<file path="src/design/isms_pkg.sv">
// Package with codes, states and control structs of the interval set block.
`timescale 1ns / 1ps
`default_nettype none
package isms_pkg;

    localparam logic [1:0] MODE_ADD    = 2'd0;
    localparam logic [1:0] MODE_REMOVE = 2'd1;
    localparam logic [1:0] MODE_DUMP   = 2'd2;

    localparam logic [1:0] ST_OK     = 2'd0;
    localparam logic [1:0] ST_FULL   = 2'd1;
    localparam logic [1:0] ST_ABSENT = 2'd2;

    typedef enum logic [2:0] {
        S_IDLE,
        S_SCAN,
        S_RUN,
        S_FLUSH,
        S_DUMP,
        S_RESP
    } t_state;

    typedef struct packed {
        logic pop;
        logic push;
    } t_cell_ctl;

    typedef struct packed {
        logic load;
        logic load_valid;
        logic scan;
        logic step;
        logic flush;
        logic full;
    } t_stream_ctl;

    typedef struct packed {
        logic found;
        logic split_full;
        logic hit;
    } t_stream_st;

endpackage
`default_nettype wire

</file>
<file path="src/design/isms_if.sv">
// Valid/ready channel interfaces for commands and results.
`timescale 1ns / 1ps
`default_nettype none
interface isms_cmd_if;
    logic        valid;
    logic        ready;
    logic [1:0]  mode;
    logic [15:0] bound_a;
    logic [15:0] bound_b;
    logic [15:0] point_value;

    modport source (output valid, output mode, output bound_a, output bound_b,
                    output point_value, input ready);
    modport sink (input valid, input mode, input bound_a, input bound_b,
                  input point_value, output ready);
endinterface

interface isms_res_if;
    logic        valid;
    logic        ready;
    logic [1:0]  status;
    logic [4:0]  entry_count;
    logic [15:0] out_start;
    logic [16:0] out_end;
    logic        out_valid;
    logic        last;

    modport source (output valid, output status, output entry_count, output out_start,
                    output out_end, output out_valid, output last, input ready);
    modport sink (input valid, input status, input entry_count, input out_start,
                  input out_end, input out_valid, input last, output ready);
endinterface
`default_nettype wire

</file>
<file path="src/design/interval_set_merge_split.sv">
// Top level of the sorted disjoint range set: cell row, edit unit and sequencer.
//
//   channel   dir   handshake     payload
//   i_cmd     in    valid/ready   mode, bound_a, bound_b, point_value
//   o_res     out   valid/ready   status, entry_count, out_start, out_end, out_valid, last
//
// Add and remove rotate the n stored ranges once through the edit unit at the
// head of the cell row. An add on a full table first rotates once to look for
// an overlap and, when none is found, answers full without a second pass. Dump
// rotates the ranges past the head, one result each; empty dump and spare mode
// give one result. Reset empties the table; stored ranges need no clearing.
// A waiting result holds back the final response and each dump step.
`timescale 1ns / 1ps
`default_nettype none
module interval_set_merge_split #(
    parameter int MAX_RANGES = 16,
    parameter int CODE_BITS  = 16
) (
    input  wire         i_clk,
    input  wire         i_rst_n,
    isms_cmd_if.sink    i_cmd,
    isms_res_if.source  o_res
);
    import isms_pkg::*;

    localparam int CNT_W = $clog2(MAX_RANGES + 1);
    localparam int IDX_W = $clog2(MAX_RANGES);

    t_state            r_state, n_state;
    logic [1:0]        r_mode;
    logic [CNT_W-1:0]  r_cnt, r_rd, r_occ, r_wr;
    logic [1:0]        r_status;
    logic              r_ov;
    logic [1:0]        r_o_status;
    logic [4:0]        r_o_count;
    logic [15:0]       r_o_s;
    logic [16:0]       r_o_e;
    logic              r_o_rv;
    logic              r_o_last;

    logic [CODE_BITS-1:0] cell_s [MAX_RANGES];
    logic [CODE_BITS:0]   cell_e [MAX_RANGES];

    t_cell_ctl            cctl;
    t_stream_ctl          sctl;
    t_stream_st           sst;
    logic                 emit;
    logic [CODE_BITS-1:0] emit_s, wr_s;
    logic [CODE_BITS:0]   emit_e, wr_e;
    logic [CNT_W-1:0]     wr_pos;
    logic                 accept, slot_free, out_load, last_rd, tbl_full;
    logic [CODE_BITS-1:0] cmd_a, cmd_b, ld_lo, cmd_pt;
    logic [CODE_BITS:0]   ld_hi;

    assign accept    = i_cmd.valid && i_cmd.ready;
    assign slot_free = !r_ov || o_res.ready;
    assign last_rd   = (r_rd == CNT_W'(1));
    assign tbl_full  = (r_cnt == CNT_W'(MAX_RANGES));

    assign cmd_a  = CODE_BITS'(i_cmd.bound_a);
    assign cmd_b  = CODE_BITS'(i_cmd.bound_b);
    assign cmd_pt = CODE_BITS'(i_cmd.point_value);
    assign ld_lo  = (cmd_a < cmd_b) ? cmd_a : cmd_b;
    assign ld_hi  = {1'b0, (cmd_a < cmd_b) ? cmd_b : cmd_a} + 1'b1;

    // Next state.
    always_comb begin
        n_state = r_state;
        unique case (r_state)
            S_IDLE: begin
                if (accept) begin
                    unique case (i_cmd.mode)
                        MODE_ADD: begin
                            if (r_cnt == '0) begin
                                n_state = S_FLUSH;
                            end else if (tbl_full) begin
                                n_state = S_SCAN;
                            end else begin
                                n_state = S_RUN;
                            end
                        end
                        MODE_REMOVE: n_state = (r_cnt == '0) ? S_FLUSH : S_RUN;
                        MODE_DUMP:   n_state = (r_cnt == '0) ? S_RESP : S_DUMP;
                        default:     n_state = S_RESP;
                    endcase
                end
            end
            S_SCAN: begin
                if (last_rd) begin
                    n_state = sst.hit ? S_RUN : S_RESP;
                end
            end
            S_RUN: begin
                if (last_rd) begin
                    n_state = S_FLUSH;
                end
            end
            S_FLUSH: n_state = S_RESP;
            S_DUMP: begin
                if (slot_free && last_rd) begin
                    n_state = S_IDLE;
                end
            end
            S_RESP: begin
                if (slot_free) begin
                    n_state = S_IDLE;
                end
            end
            default: n_state = S_IDLE;
        endcase
    end

    // Control outputs.
    always_comb begin
        cctl            = '0;
        sctl            = '0;
        out_load        = 1'b0;
        sctl.full       = tbl_full;
        sctl.load_valid = (i_cmd.mode == MODE_ADD);
        i_cmd.ready     = 1'b0;
        unique case (r_state)
            S_IDLE: begin
                i_cmd.ready = 1'b1;
                sctl.load   = accept;
            end
            S_SCAN: begin
                sctl.scan = 1'b1;
                cctl.pop  = 1'b1;
                cctl.push = emit;
            end
            S_RUN: begin
                sctl.step = 1'b1;
                cctl.pop  = 1'b1;
                cctl.push = emit;
            end
            S_FLUSH: begin
                sctl.flush = 1'b1;
                cctl.push  = emit;
            end
            S_DUMP: begin
                cctl.pop  = slot_free;
                cctl.push = slot_free;
                out_load  = slot_free;
            end
            S_RESP: out_load = slot_free;
            default: ;
        endcase
    end

    assign wr_s   = (r_state == S_DUMP) ? cell_s[0] : emit_s;
    assign wr_e   = (r_state == S_DUMP) ? cell_e[0] : emit_e;
    assign wr_pos = r_occ - CNT_W'(cctl.pop);

    for (genvar g = 0; g < MAX_RANGES; g++) begin : g_cell
        logic [CODE_BITS-1:0] nxt_s;
        logic [CODE_BITS:0]   nxt_e;
        if (g == MAX_RANGES - 1) begin : g_tail
            assign nxt_s = '0;
            assign nxt_e = '0;
        end else begin : g_link
            assign nxt_s = cell_s[g+1];
            assign nxt_e = cell_e[g+1];
        end
        isms_cell #(
            .IDX    (g),
            .IDX_W  (IDX_W),
            .CODE_W (CODE_BITS)
        ) u_cell (
            .i_clk    (i_clk),
            .i_ctl    (cctl),
            .i_wr_idx (wr_pos[IDX_W-1:0]),
            .i_wr_s   (wr_s),
            .i_wr_e   (wr_e),
            .i_nxt_s  (nxt_s),
            .i_nxt_e  (nxt_e),
            .o_s      (cell_s[g]),
            .o_e      (cell_e[g])
        );
    end

    isms_stream #(
        .CODE_W (CODE_BITS)
    ) u_stream (
        .i_clk      (i_clk),
        .i_rst_n    (i_rst_n),
        .i_ctl      (sctl),
        .i_ld_s     (ld_lo),
        .i_ld_e     (ld_hi),
        .i_ld_point (cmd_pt),
        .i_x_s      (cell_s[0]),
        .i_x_e      (cell_e[0]),
        .o_emit     (emit),
        .o_emit_s   (emit_s),
        .o_emit_e   (emit_e),
        .o_st       (sst)
    );

    always_ff @(posedge i_clk) begin
        if (!i_rst_n) begin
            r_state <= S_IDLE;
            r_cnt   <= '0;
            r_rd    <= '0;
            r_occ   <= '0;
            r_wr    <= '0;
            r_ov    <= 1'b0;
        end else begin
            r_state <= n_state;
            if (accept) begin
                r_rd  <= r_cnt;
                r_occ <= r_cnt;
                r_wr  <= '0;
            end else begin
                // A full table with an overlap goes round a second time to merge.
                if (r_state == S_SCAN && last_rd) begin
                    r_rd <= r_cnt;
                end else if (cctl.pop) begin
                    r_rd <= r_rd - 1'b1;
                end
                r_occ <= r_occ - CNT_W'(cctl.pop) + CNT_W'(cctl.push);
                if (cctl.push && (r_state == S_RUN || r_state == S_FLUSH)) begin
                    r_wr <= r_wr + 1'b1;
                end
                if (r_state == S_FLUSH) begin
                    r_cnt <= r_wr + CNT_W'(emit);
                end
            end
            if (out_load) begin
                r_ov <= 1'b1;
            end else if (o_res.ready) begin
                r_ov <= 1'b0;
            end
        end
    end

    always_ff @(posedge i_clk) begin
        if (accept) begin
            r_mode   <= i_cmd.mode;
            r_status <= ST_OK;
        end else if (r_state == S_SCAN && last_rd && !sst.hit) begin
            r_status <= ST_FULL;
        end else if (r_state == S_FLUSH && r_mode == MODE_REMOVE) begin
            if (!sst.found) begin
                r_status <= ST_ABSENT;
            end else if (sst.split_full) begin
                r_status <= ST_FULL;
            end
        end
        if (out_load) begin
            r_o_count <= 5'(r_cnt);
            if (r_state == S_DUMP) begin
                r_o_status <= ST_OK;
                r_o_s      <= 16'(cell_s[0]);
                r_o_e      <= 17'(cell_e[0]);
                r_o_rv     <= 1'b1;
                r_o_last   <= last_rd;
            end else begin
                r_o_status <= r_status;
                r_o_s      <= '0;
                r_o_e      <= '0;
                r_o_rv     <= 1'b0;
                r_o_last   <= 1'b1;
            end
        end
    end

    assign o_res.valid       = r_ov;
    assign o_res.status      = r_o_status;
    assign o_res.entry_count = r_o_count;
    assign o_res.out_start   = r_o_s;
    assign o_res.out_end     = r_o_e;
    assign o_res.out_valid   = r_o_rv;
    assign o_res.last        = r_o_last;
endmodule
`default_nettype wire

</file>
<file path="src/design/isms_cell.sv">
// One table cell: holds a range, shifts toward the head or takes a written range.
`timescale 1ns / 1ps
`default_nettype none
module isms_cell #(
    parameter int IDX    = 0,
    parameter int IDX_W  = 4,
    parameter int CODE_W = 16
) (
    input  wire                    i_clk,
    input  wire isms_pkg::t_cell_ctl i_ctl,
    input  wire [IDX_W-1:0]        i_wr_idx,
    input  wire [CODE_W-1:0]       i_wr_s,
    input  wire [CODE_W:0]         i_wr_e,
    input  wire [CODE_W-1:0]       i_nxt_s,
    input  wire [CODE_W:0]         i_nxt_e,
    output logic [CODE_W-1:0]      o_s,
    output logic [CODE_W:0]        o_e
);
    import isms_pkg::*;

    logic [CODE_W-1:0] r_s;
    logic [CODE_W:0]   r_e;
    logic              wr_hit;

    assign wr_hit = i_ctl.push && (i_wr_idx == IDX_W'(IDX));

    always_ff @(posedge i_clk) begin
        if (wr_hit) begin
            r_s <= i_wr_s;
            r_e <= i_wr_e;
        end else if (i_ctl.pop) begin
            r_s <= i_nxt_s;
            r_e <= i_nxt_e;
        end
    end

    assign o_s = r_s;
    assign o_e = r_e;
endmodule
`default_nettype wire

</file>
<file path="src/design/isms_stream.sv">
// Edit unit at the head of the cell row: merges, trims or splits the passing ranges.
`timescale 1ns / 1ps
`default_nettype none
module isms_stream #(
    parameter int CODE_W = 16
) (
    input  wire                        i_clk,
    input  wire                        i_rst_n,
    input  wire isms_pkg::t_stream_ctl i_ctl,
    input  wire [CODE_W-1:0]           i_ld_s,
    input  wire [CODE_W:0]             i_ld_e,
    input  wire [CODE_W-1:0]           i_ld_point,
    input  wire [CODE_W-1:0]           i_x_s,
    input  wire [CODE_W:0]             i_x_e,
    output logic                       o_emit,
    output logic [CODE_W-1:0]          o_emit_s,
    output logic [CODE_W:0]            o_emit_e,
    output isms_pkg::t_stream_st       o_st
);
    import isms_pkg::*;

    logic              r_cv, n_cv;
    logic [CODE_W-1:0] r_cs, n_cs;
    logic [CODE_W:0]   r_ce, n_ce;
    logic [CODE_W-1:0] r_pt;
    logic              r_done, n_done;
    logic              r_sfull, n_sfull;
    logic              r_hit, n_hit;
    logic              x_before, x_touch, pt_in;
    logic [CODE_W:0]   pt_ext, xs_ext, cs_ext;

    assign pt_ext   = {1'b0, r_pt};
    assign xs_ext   = {1'b0, i_x_s};
    assign cs_ext   = {1'b0, r_cs};
    assign x_before = i_x_e < cs_ext;
    assign x_touch  = !x_before && (xs_ext <= r_ce);
    assign pt_in    = (r_pt >= i_x_s) && (pt_ext < i_x_e);

    always_comb begin
        n_cv     = r_cv;
        n_cs     = r_cs;
        n_ce     = r_ce;
        n_done   = r_done;
        n_sfull  = r_sfull;
        n_hit    = r_hit;
        o_emit   = 1'b0;
        o_emit_s = i_x_s;
        o_emit_e = i_x_e;
        if (i_ctl.load) begin
            n_cv    = i_ctl.load_valid;
            n_cs    = i_ld_s;
            n_ce    = i_ld_e;
            n_done  = 1'b0;
            n_sfull = 1'b0;
            n_hit   = 1'b0;
        end else if (i_ctl.scan) begin
            o_emit = 1'b1;
            if (x_touch) begin
                n_hit = 1'b1;
            end
        end else if (i_ctl.step) begin
            if (r_cv) begin
                if (x_before) begin
                    o_emit = 1'b1;
                end else if (x_touch) begin
                    n_cs = (i_x_s < r_cs) ? i_x_s : r_cs;
                    n_ce = (i_x_e > r_ce) ? i_x_e : r_ce;
                end else begin
                    o_emit   = 1'b1;
                    o_emit_s = r_cs;
                    o_emit_e = r_ce;
                    n_cs     = i_x_s;
                    n_ce     = i_x_e;
                end
            end else if (!r_done && pt_in) begin
                n_done = 1'b1;
                if (r_pt == i_x_s) begin
                    // A single-point range vanishes; otherwise its start moves up.
                    if (xs_ext + 1'b1 != i_x_e) begin
                        o_emit   = 1'b1;
                        o_emit_s = r_pt + 1'b1;
                    end
                end else if (pt_ext + 1'b1 == i_x_e) begin
                    o_emit   = 1'b1;
                    o_emit_e = pt_ext;
                end else if (i_ctl.full) begin
                    o_emit  = 1'b1;
                    n_sfull = 1'b1;
                end else begin
                    o_emit   = 1'b1;
                    o_emit_e = pt_ext;
                    n_cv     = 1'b1;
                    n_cs     = r_pt + 1'b1;
                    n_ce     = i_x_e;
                end
            end else begin
                o_emit = 1'b1;
            end
        end else if (i_ctl.flush) begin
            o_emit   = r_cv;
            o_emit_s = r_cs;
            o_emit_e = r_ce;
            n_cv     = 1'b0;
        end
    end

    always_ff @(posedge i_clk) begin
        if (!i_rst_n) begin
            r_cv    <= 1'b0;
            r_done  <= 1'b0;
            r_sfull <= 1'b0;
            r_hit   <= 1'b0;
        end else begin
            r_cv    <= n_cv;
            r_done  <= n_done;
            r_sfull <= n_sfull;
            r_hit   <= n_hit;
        end
    end

    always_ff @(posedge i_clk) begin
        r_cs <= n_cs;
        r_ce <= n_ce;
        if (i_ctl.load) begin
            r_pt <= i_ld_point;
        end
    end

    assign o_st.found      = n_done;
    assign o_st.split_full = n_sfull;
    assign o_st.hit        = n_hit;
endmodule
`default_nettype wire

</file>
<file path="src/flat_wrapper.sv">
// flat-port wrapper written by rule: the top's interface ports become plain ports
module interval_set_merge_split_flat import isms_pkg::*;
#(
    parameter int MAX_RANGES = 16,
    parameter int CODE_BITS  = 16
)
  (i_clk, i_rst_n, i_cmd_valid, i_cmd_mode, i_cmd_bound_a, i_cmd_bound_b, i_cmd_point_value, i_cmd_ready, o_res_valid, o_res_status, o_res_entry_count, o_res_out_start, o_res_out_end, o_res_out_valid, o_res_last, o_res_ready);
  isms_cmd_if i_cmd_i ();
  isms_res_if o_res_i ();
  input  wire i_clk;
  input  wire i_rst_n;
  input wire logic [$bits(i_cmd_i.valid)-1:0] i_cmd_valid;
  input wire logic [$bits(i_cmd_i.mode)-1:0] i_cmd_mode;
  input wire logic [$bits(i_cmd_i.bound_a)-1:0] i_cmd_bound_a;
  input wire logic [$bits(i_cmd_i.bound_b)-1:0] i_cmd_bound_b;
  input wire logic [$bits(i_cmd_i.point_value)-1:0] i_cmd_point_value;
  output wire logic [$bits(i_cmd_i.ready)-1:0] i_cmd_ready;
  output wire logic [$bits(o_res_i.valid)-1:0] o_res_valid;
  output wire logic [$bits(o_res_i.status)-1:0] o_res_status;
  output wire logic [$bits(o_res_i.entry_count)-1:0] o_res_entry_count;
  output wire logic [$bits(o_res_i.out_start)-1:0] o_res_out_start;
  output wire logic [$bits(o_res_i.out_end)-1:0] o_res_out_end;
  output wire logic [$bits(o_res_i.out_valid)-1:0] o_res_out_valid;
  output wire logic [$bits(o_res_i.last)-1:0] o_res_last;
  input wire logic [$bits(o_res_i.ready)-1:0] o_res_ready;
  assign i_cmd_i.valid = i_cmd_valid;
  assign i_cmd_i.mode = i_cmd_mode;
  assign i_cmd_i.bound_a = i_cmd_bound_a;
  assign i_cmd_i.bound_b = i_cmd_bound_b;
  assign i_cmd_i.point_value = i_cmd_point_value;
  assign i_cmd_ready = i_cmd_i.ready;
  assign o_res_valid = o_res_i.valid;
  assign o_res_status = o_res_i.status;
  assign o_res_entry_count = o_res_i.entry_count;
  assign o_res_out_start = o_res_i.out_start;
  assign o_res_out_end = o_res_i.out_end;
  assign o_res_out_valid = o_res_i.out_valid;
  assign o_res_last = o_res_i.last;
  assign o_res_i.ready = o_res_ready;
  interval_set_merge_split #(.MAX_RANGES(MAX_RANGES), .CODE_BITS(CODE_BITS)) u_core (.i_clk(i_clk), .i_rst_n(i_rst_n), .i_cmd(i_cmd_i), .o_res(o_res_i));
endmodule
</file>
<file path="config.mk">
export PLATFORM = sky130hd
export DESIGN_NAME = interval_set_merge_split_flat
export DESIGN_NICKNAME = d
export VERILOG_FILES = /design/src/design/isms_pkg.sv /design/src/design/isms_if.sv /design/src/design/interval_set_merge_split.sv /design/src/design/isms_cell.sv /design/src/design/isms_stream.sv /design/src/flat_wrapper.sv
export SDC_FILE = /design/constraint.sdc
export NUM_CORES = 1
export LEC_CHECK = 0
export BUFFER_PORTS_ARGS = -buffer_cell sky130_fd_sc_hd__buf_4
export CORE_MARGIN = 10
export CORE_UTILIZATION = 47
export DETAILED_ROUTE_END_ITERATION = 6
export PLACE_DENSITY = 0.7
export SYNTH_ARGS = -nofsm -noshare
export SYNTH_HDL_FRONTEND = slang
export SYNTH_SLANG_ARGS = --single-unit
</file>
<file path="constraint.sdc">
create_clock -name i_clk -period 9 [get_ports i_clk]
set_input_delay 1.35 -clock i_clk [delete_from_list [all_inputs] [get_ports i_clk]]
set_output_delay 1.35 -clock i_clk [all_outputs]
set_load 0.01 [all_outputs]
</file>
==> summary.txt, run 1 <==
Worst setup path
  • Critical Path RT: 9.37 ns
  • Slowest cell on crit path: edfxtp_1
  • Critical-path maximum fanout: 34
  • Register-to-Register Path Depth: 13
  • CP Cell Sequence: inv_1 -> ha_1 -> nand4_1 -> or4_1 -> or4_1 -> and3_4 -> nor4b_4 -> a21oi_1 -> or2_1 -> nand3_2 -> buf_4 -> nand2_1 -> buf_4
  • R2r startpoint: u_core.g_cell[0].u_cell.o_s[11]$_DFFE_PP_
  • Worst path top cell family by delay: simple AND/OR/NAND/NOR gates
  • FF-to-FF End: u_core.g_cell[13].u_cell.o_s[2]$_DFFE_PP_
  • Startpoint Class: register
  • Flop2flop setup slack: 3.12 ns
  • Critical Path Stages: 13
  • CP Capture Type: register
  • Crit path from: u_core.g_cell[0].u_cell.o_s[11]$_DFFE_PP_
  • Worst EP arrival: 6.25 ns
  • CP Class: reg2reg
  • Crit path buffers/inverters: 3
  • Worst path max stage delay: 0.73 ns
  • Worst setup path endpoint: u_core.g_cell[13].u_cell.o_s[2]$_DFFE_PP_

Global routing
  • Overall Global Routing Usage: 22.7%
  • Vias in the first global route: 23081
  • Total grt overflow: 0
  • First-pass GRT wire length: 148000 um
  • Largest net degree at the start of global routing: 67
  • Initial antenna violation count: 1

Floorplanning
  • Starting density of the core: 47.5%
  • Core area: 0.0730 mm^2
  • Die footprint: 0.0849 mm^2
  • Die Ht: 291 um
  • Row cnt: 99
  • Die W: 291 um
  • Top Ports: 98

Route
  • TritonRoute pass-1 iters: 7
  • WL final: 99400 um
  • Routed WL per cell: 27.1 um
  • Initial DRC count: 2281
  • Detail Route Antenna Nets: 0
  • DR vias/cell: 6.16
  • Via Count: 22617
  • Drt drc: 2

Clock tree
  • Reg clk slew, reported paths: 0.07 ns
  • Post-CTS Setup Bufs: 0
  • CTS max path bufs: 3
  • Clk sinks: 650
  • Hold_buf cts: 0
  • CTS tree: built
  • Clk_lat worst skew: 0.64 ns
  • Clock H-tree levels: 3
  • Root Driver: clkbuf_16
  • Post-CTS sizing: 0
  • Inserted Clock Buffers: 72

Placed design
  • DPL Wire Length: 67700 um
  • Post-Place Worst Slack: 2.99 ns
  • Port bufs: 97
  • Placer's final routability congestion estimate: 1.03
  • Area post-placement: 0.0360 mm^2
  • Placed Instances: 3538

Cells and area
  • Layout area overhead: 10.8%
  • Fin area: 0.0384 mm^2
  • Final Non-Filler Cells: 3671
  • Nets: 2830
  • Fill cells: 6008
  • Sequential Area: 0.0192 mm^2
  • Footprint of the multi-input gates: 0.0140 mm^2
  • Share of post-route cells with drive strength above 1: 29.3%

Timing
  • Max-slew violation count: 0
  • Worst slew margin: 12.2%
  • RSZ-0062 raised after global routing: no
  • Final WS setup: 3.12 ns
  • Maximum clock frequency: 170 MHz
  • Hold violation count in the final report: 0
  • Worst-margin pin slew: 1.32 ns
  • Clk_skew: 0.0462 ns
  • Setup TNS: 0 ns
  • # setup viols final: 0
  • Final Cycle Share: 65.3%
  • Final Critical Period: 5.88 ns

Synth
  • Dominant synthesized flop cell: edfxtp_1
  • Syn. warnings: 0
  • Post-Syn Nets: 2782
  • FF+latch count, synth: 650
  • Cell Area, Synth: 0.0346 mm^2
  • Number of synthesized flops with an enable pin: 621
  • Async set-reset flop share out of synthesis: 0%
  • Post-synth cell types: 89
  • Sequential fraction of the synthesis area: 55.5%
  • Post-Synthesis Cells: 2606
  • Syn avg cell area: 13.3 um^2

Pwr
  • Peak supply drop: 247 uV
  • Switching fraction of total power: 39.9%
  • Power Density: 431 mW/mm^2
  • Internal power: 9.94 mW
  • Combinational Power Share: 41.8%
  • Clock power frac: 17.9%
  • Sw power: 6.59 mW
  • Sequential power share: 40.3%
  • P_leak: 14.3 nW

Min path
  • Hold path depth: 2
  • Hold WC Path Type: reg2reg

Outcome
  • Failing checks: DRC
  • Status: finished with violations

Job
  • Max-cap violations: 0
==> worst min path at each step <==
stage,slack (ns),to,from
2_1_floorplan,0.46,u_core.u_stream.r_hit$_SDFF_PN0_,u_core.u_stream.r_hit$_SDFF_PN0_
3_3_place_gp,0.49,u_core.u_stream.r_hit$_SDFF_PN0_,u_core.u_stream.r_hit$_SDFF_PN0_
3_5_place_dp,0.51,u_core.u_stream.r_hit$_SDFF_PN0_,u_core.u_stream.r_hit$_SDFF_PN0_
4_1_cts,0.52,u_core.u_stream.r_hit$_SDFF_PN0_,u_core.u_stream.r_hit$_SDFF_PN0_
5_1_grt,0.55,u_core.g_cell[13].u_cell.o_e[5]$_DFFE_PP_,u_core.g_cell[14].u_cell.o_e[5]$_DFFE_PP_
6_report,0.53,u_core.u_stream.r_hit$_SDFF_PN0_,u_core.u_stream.r_hit$_SDFF_PN0_
==> kinds of logic (layout without fill, tap and decap cells) <==
| kind of cell | after synthesis | count (layout) | share of synthesized area, % |
|---|---|---|---|
| flip-flops | 650 | 650 | 55.5 |
| multiplexers | 528 | 528 | 17.0 |
| AND/OR/NAND/NOR | 518 | 518 | 7.67 |
| AO/OA/AOI/OAI | 415 | 415 | 8.99 |
| buffers and inverters | 294 | 397 | 4.36 |
| adder cells (fa/ha/maj) | 122 | 122 | 4.41 |
| XOR/XNOR | 79 | 79 | 2.04 |
| other | 0 | 3 | 0 |
==> per-layer routing <==
layer / part of all wire [%] / global-route usage [%] / vias up
li1: - / - / 10029
met1: 39 / 27.3 / 11377
met2: 48 / 37.6 / 923
met3: 6.8 / 4.71 / 288
met4: 6.0 / 12.9 / 0
met5: 0 / 0 / -
==> power groups by stage <==
stage	registers, mW	clock network, mW	logic [mW]
2_1_floorplan	6.14	0	4.82
3_3_place_gp	6.63	0	6.71
3_5_place_dp	6.67	0	6.84
4_1_cts	6.63	3.00	6.89
5_1_grt	6.76	3.12	7.47
6_report	6.67	2.95	6.91
==> sequential cells by signal, indices dropped and copies added (netlist names), 2 cells and up <==
register,cells
u_core.u_stream.r_pt,16
u_core.g_cell.u_cell.o_e,272
u_core.r_mode,2
u_core.g_cell.u_cell.o_s,256
u_core.o_res.status,2
u_core.u_stream.r_cs,16
u_core.r_occ,4
u_core.r_state,3
u_core.o_res.entry_count,5
u_core.o_res.out_start,16
u_core.r_rd,5
u_core.r_status,2
u_core.o_res.out_end,17
u_core.u_stream.r_ce,17
u_core.r_wr,5
u_core.r_cnt,5
==> layout by cell type (no fill, tap or decap), types with 47 or more instances in the layout <==
cell and instances:
xnor2_1 47, clkbuf_16 73, o21ai_0 82, nand2_1 134, edfxtp_1 621, nor2_1 141
buf_4 150, a21oi_1 64, ha_1 122, mux2_2 479, inv_1 116
==> final cells by class <==
cell class	instances	share of cell area (%)
Multi-Input combinational cell	1662	36.5
Tap cell	959	3.13
Clock buffer	96	4.98
Timing Repair Buffer	151	2.96
Antenna cell	3	0.0196
Sequential cell	650	50.1
Inverter	117	1.14
Clock inverter	33	1.21
==> per-stage QoR <==
stage	hold WS, ns	utilization [%]	total power [mW]
2_1_floorplan	0.460	-	11.0
3_3_place_gp	0.489	49.3	13.3
6_report	0.525	52.6	16.5
5_1_grt	0.554	52.6	17.3
4_1_cts	0.520	52.6	16.5
3_5_place_dp	0.508	49.3	13.5
==> synth_stat cells, types with 29 or more instances <==
cell type	n	share of area [%]
nand4_1	36	0.65
dfxtp_1	29	1.7
edfxtp_1	621	54
ha_1	122	4.4
mux2i_1	41	1.2
nand2_1	134	1.5
o211ai_1	37	0.80
buf_2	39	0.56
buf_6	41	1.3
xor2_1	31	0.78
nand3_1	33	0.48
clkbuf_1	80	0.87
xnor2_1	47	1.2
a21oi_1	65	0.94
nor2_1	143	1.5
o21ai_0	83	1.2
inv_1	116	1.3
mux2_2	479	16
and2_1	39	0.70
==> worst register-to-register path, cell delays in order, from the launching register on <==
cell and delay [ns]:
edfxtp_1 0.73, inv_1 0.28, ha_1 0.40, nand4_1 0.14
or4_1 0.56, or4_1 0.55, and3_4 0.19, nor4b_4 0.35
a21oi_1 0.24, or2_1 0.58, nand3_2 0.16, buf_4 0.42
nand2_1 0.60, buf_4 0.43
(Power assumes the default switching activity.)
==> run 2: changes to the inputs <==
clock period = 5.5 ns   (was 9 ns; I/O delays follow)
==> summary.txt, run 2 (synthesis results as in run 1) <==
Outcome
  • Status: complete, no violations

Route
  • Routed WL per cell: 26.3 um
  • Initial DRC count: 1844
  • Via Count: 22281
  • TritonRoute pass-1 iters: 5
  • DR vias/cell: 5.94
  • Detail Route Antenna Nets: 0
  • Drt drc: 0
  • WL final: 98600 um

Floorplanning
  • Die Ht: 291 um
  • Die W: 291 um
  • Starting density of the core: 47.5%
  • Top Ports: 98
  • Die footprint: 0.0849 mm^2
  • Core area: 0.0730 mm^2
  • Row cnt: 99

Job
  • Max-cap violations: 0

Clock tree
  • Reg clk slew, reported paths: 0.06 ns
  • Clock H-tree levels: 3
  • Hold_buf cts: 0
  • CTS max path bufs: 3
  • Post-CTS sizing: 0
  • Root Driver: clkbuf_16
  • Clk sinks: 650
  • Post-CTS Setup Bufs: 0
  • Clk_lat worst skew: 0.64 ns
  • CTS tree: built
  • Inserted Clock Buffers: 72

Timing
  • Final Critical Period: 4.85 ns
  • Maximum clock frequency: 206 MHz
  • Final Cycle Share: 88.2%
  • Clk_skew: 0.0271 ns
  • Setup TNS: 0 ns
  • Final WS setup: 0.647 ns
  • Max-slew violation count: 0
  • # setup viols final: 0
  • RSZ-0062 raised after global routing: no
  • Worst-margin pin slew: 1.24 ns
  • Hold violation count in the final report: 0
  • Worst slew margin: 16.9%

Global routing
  • Met2 Track Usage GR: 37.8%
  • First-pass GRT wire length: 149000 um
  • Total grt overflow: 0
  • Met1 Use GR: 29.3%
  • Overall Global Routing Usage: 22.8%
  • Most Crowded Layer GR: met2
  • Initial antenna violation count: 0
  • Vias in the first global route: 22732
  • Largest net degree at the start of global routing: 62
  • Met3 usage: 3.38%

Cells and area
  • Nets: 2913
  • Share of post-route cells with drive strength above 1: 31.4%
  • Max reg flops: 272
  • Most common cell after layout, fill and taps aside: edfxtp_1
  • # diodes: 0
  • Most frequent cells in the layout: edfxtp_1 (621), mux2_2 (479), buf_4 (196)
  • Layout area overhead: 13.7%

Worst setup path
  • CP Class: reg2reg
  • Worst EP arrival: 5.22 ns
  • Critical-path maximum fanout: 20
  • Startpoint Class: register
  • Critical Path RT: 5.87 ns
  • CP Capture Type: register

Placed design
  • DPL Wire Length: 71500 um
  • Placer's final routability congestion estimate: 0.937
  • Post-Place Worst Slack: 0.721 ns
  • Port bufs: 97

Pwr
  • Power Density: 688 mW/mm^2
  • P_leak: 14.8 nW
  • Peak supply drop: 396 uV

Min path
  • Hold WC Path Type: in2reg
run 2: stage by stage:
stage | util, % | std cells | hold slack [ns] | cell area (um^2) | power [mW]
floorplan | - | 2606 | 0.460 | 34600 | 17.9
detailed placement | 50.8 | 3622 | 0.510 | 37100 | 22.4
global route | 54.0 | 3749 | 0.352 | 39400 | 28.6
CTS | 54.0 | 3749 | 0.347 | 39400 | 27.2
finish | 54.0 | 3749 | 0.379 | 39400 | 27.1
global placement | 50.8 | 3622 | 0.488 | 37100 | 22.0
run 2: final cells by class:
type                       count  area [um^2]
sequential                   650        19200
multi-input combinational   1662        14000
tap                          959         1200
fill                        5949        33600
clock inverter                37          403
clock buffer                  90         1890
inverter                     117          439
timing repair buffer         234         2230
run 2: where the power goes:
group	internal, mW	total [mW]	switching, mW
combinational	4.74	11.9	7.20
clock	2.63	4.66	2.03
sequential	9.31	10.5	1.17
run 2: routing by layer:
| layer | share of wire [%] | vias up | wire [um] |
|---|---|---|---|
| met5 | 0 | - | 0 |
| met4 | 4.7 | 0 | 4640 |
| met3 | 5.6 | 201 | 5510 |
| met2 | 48 | 754 | 47300 |
| met1 | 42 | 11161 | 41200 |
| li1 | - | 10165 | - |
run 2: final timing paths:
path                                                  start                                         to  slack, ns  depth (start not counted)
setup / recovery   u_core.g_cell[0].u_cell.o_s[1]$_DFFE_PP_   u_core.g_cell[7].u_cell.o_e[1]$_DFFE_PP_       0.65                         14
hold / removal                         i_cmd_point_value[8]          u_core.u_stream.r_pt[8]$_DFFE_PP_       0.38                          1
setup reg to reg   u_core.g_cell[0].u_cell.o_s[1]$_DFFE_PP_   u_core.g_cell[7].u_cell.o_e[1]$_DFFE_PP_       0.65                         14
hold reg to reg   u_core.g_cell[4].u_cell.o_s[10]$_DFFE_PP_  u_core.g_cell[3].u_cell.o_s[10]$_DFFE_PP_       0.52                          1
run 2: critical path, stage by stage, from the launching register on:
cell and delay, ns:
edfxtp_1 0.63, ha_1 0.53, and3b_1 0.23, o22ai_1 0.08
a2111o_1 0.54, a2111o_1 0.36, nor4_1 0.49, buf_4 0.21
a21oi_1 0.07, buf_4 0.20, or2_1 0.25, buf_12 0.17
and3_1 0.28, buf_12 0.23, mux2_2 0.29
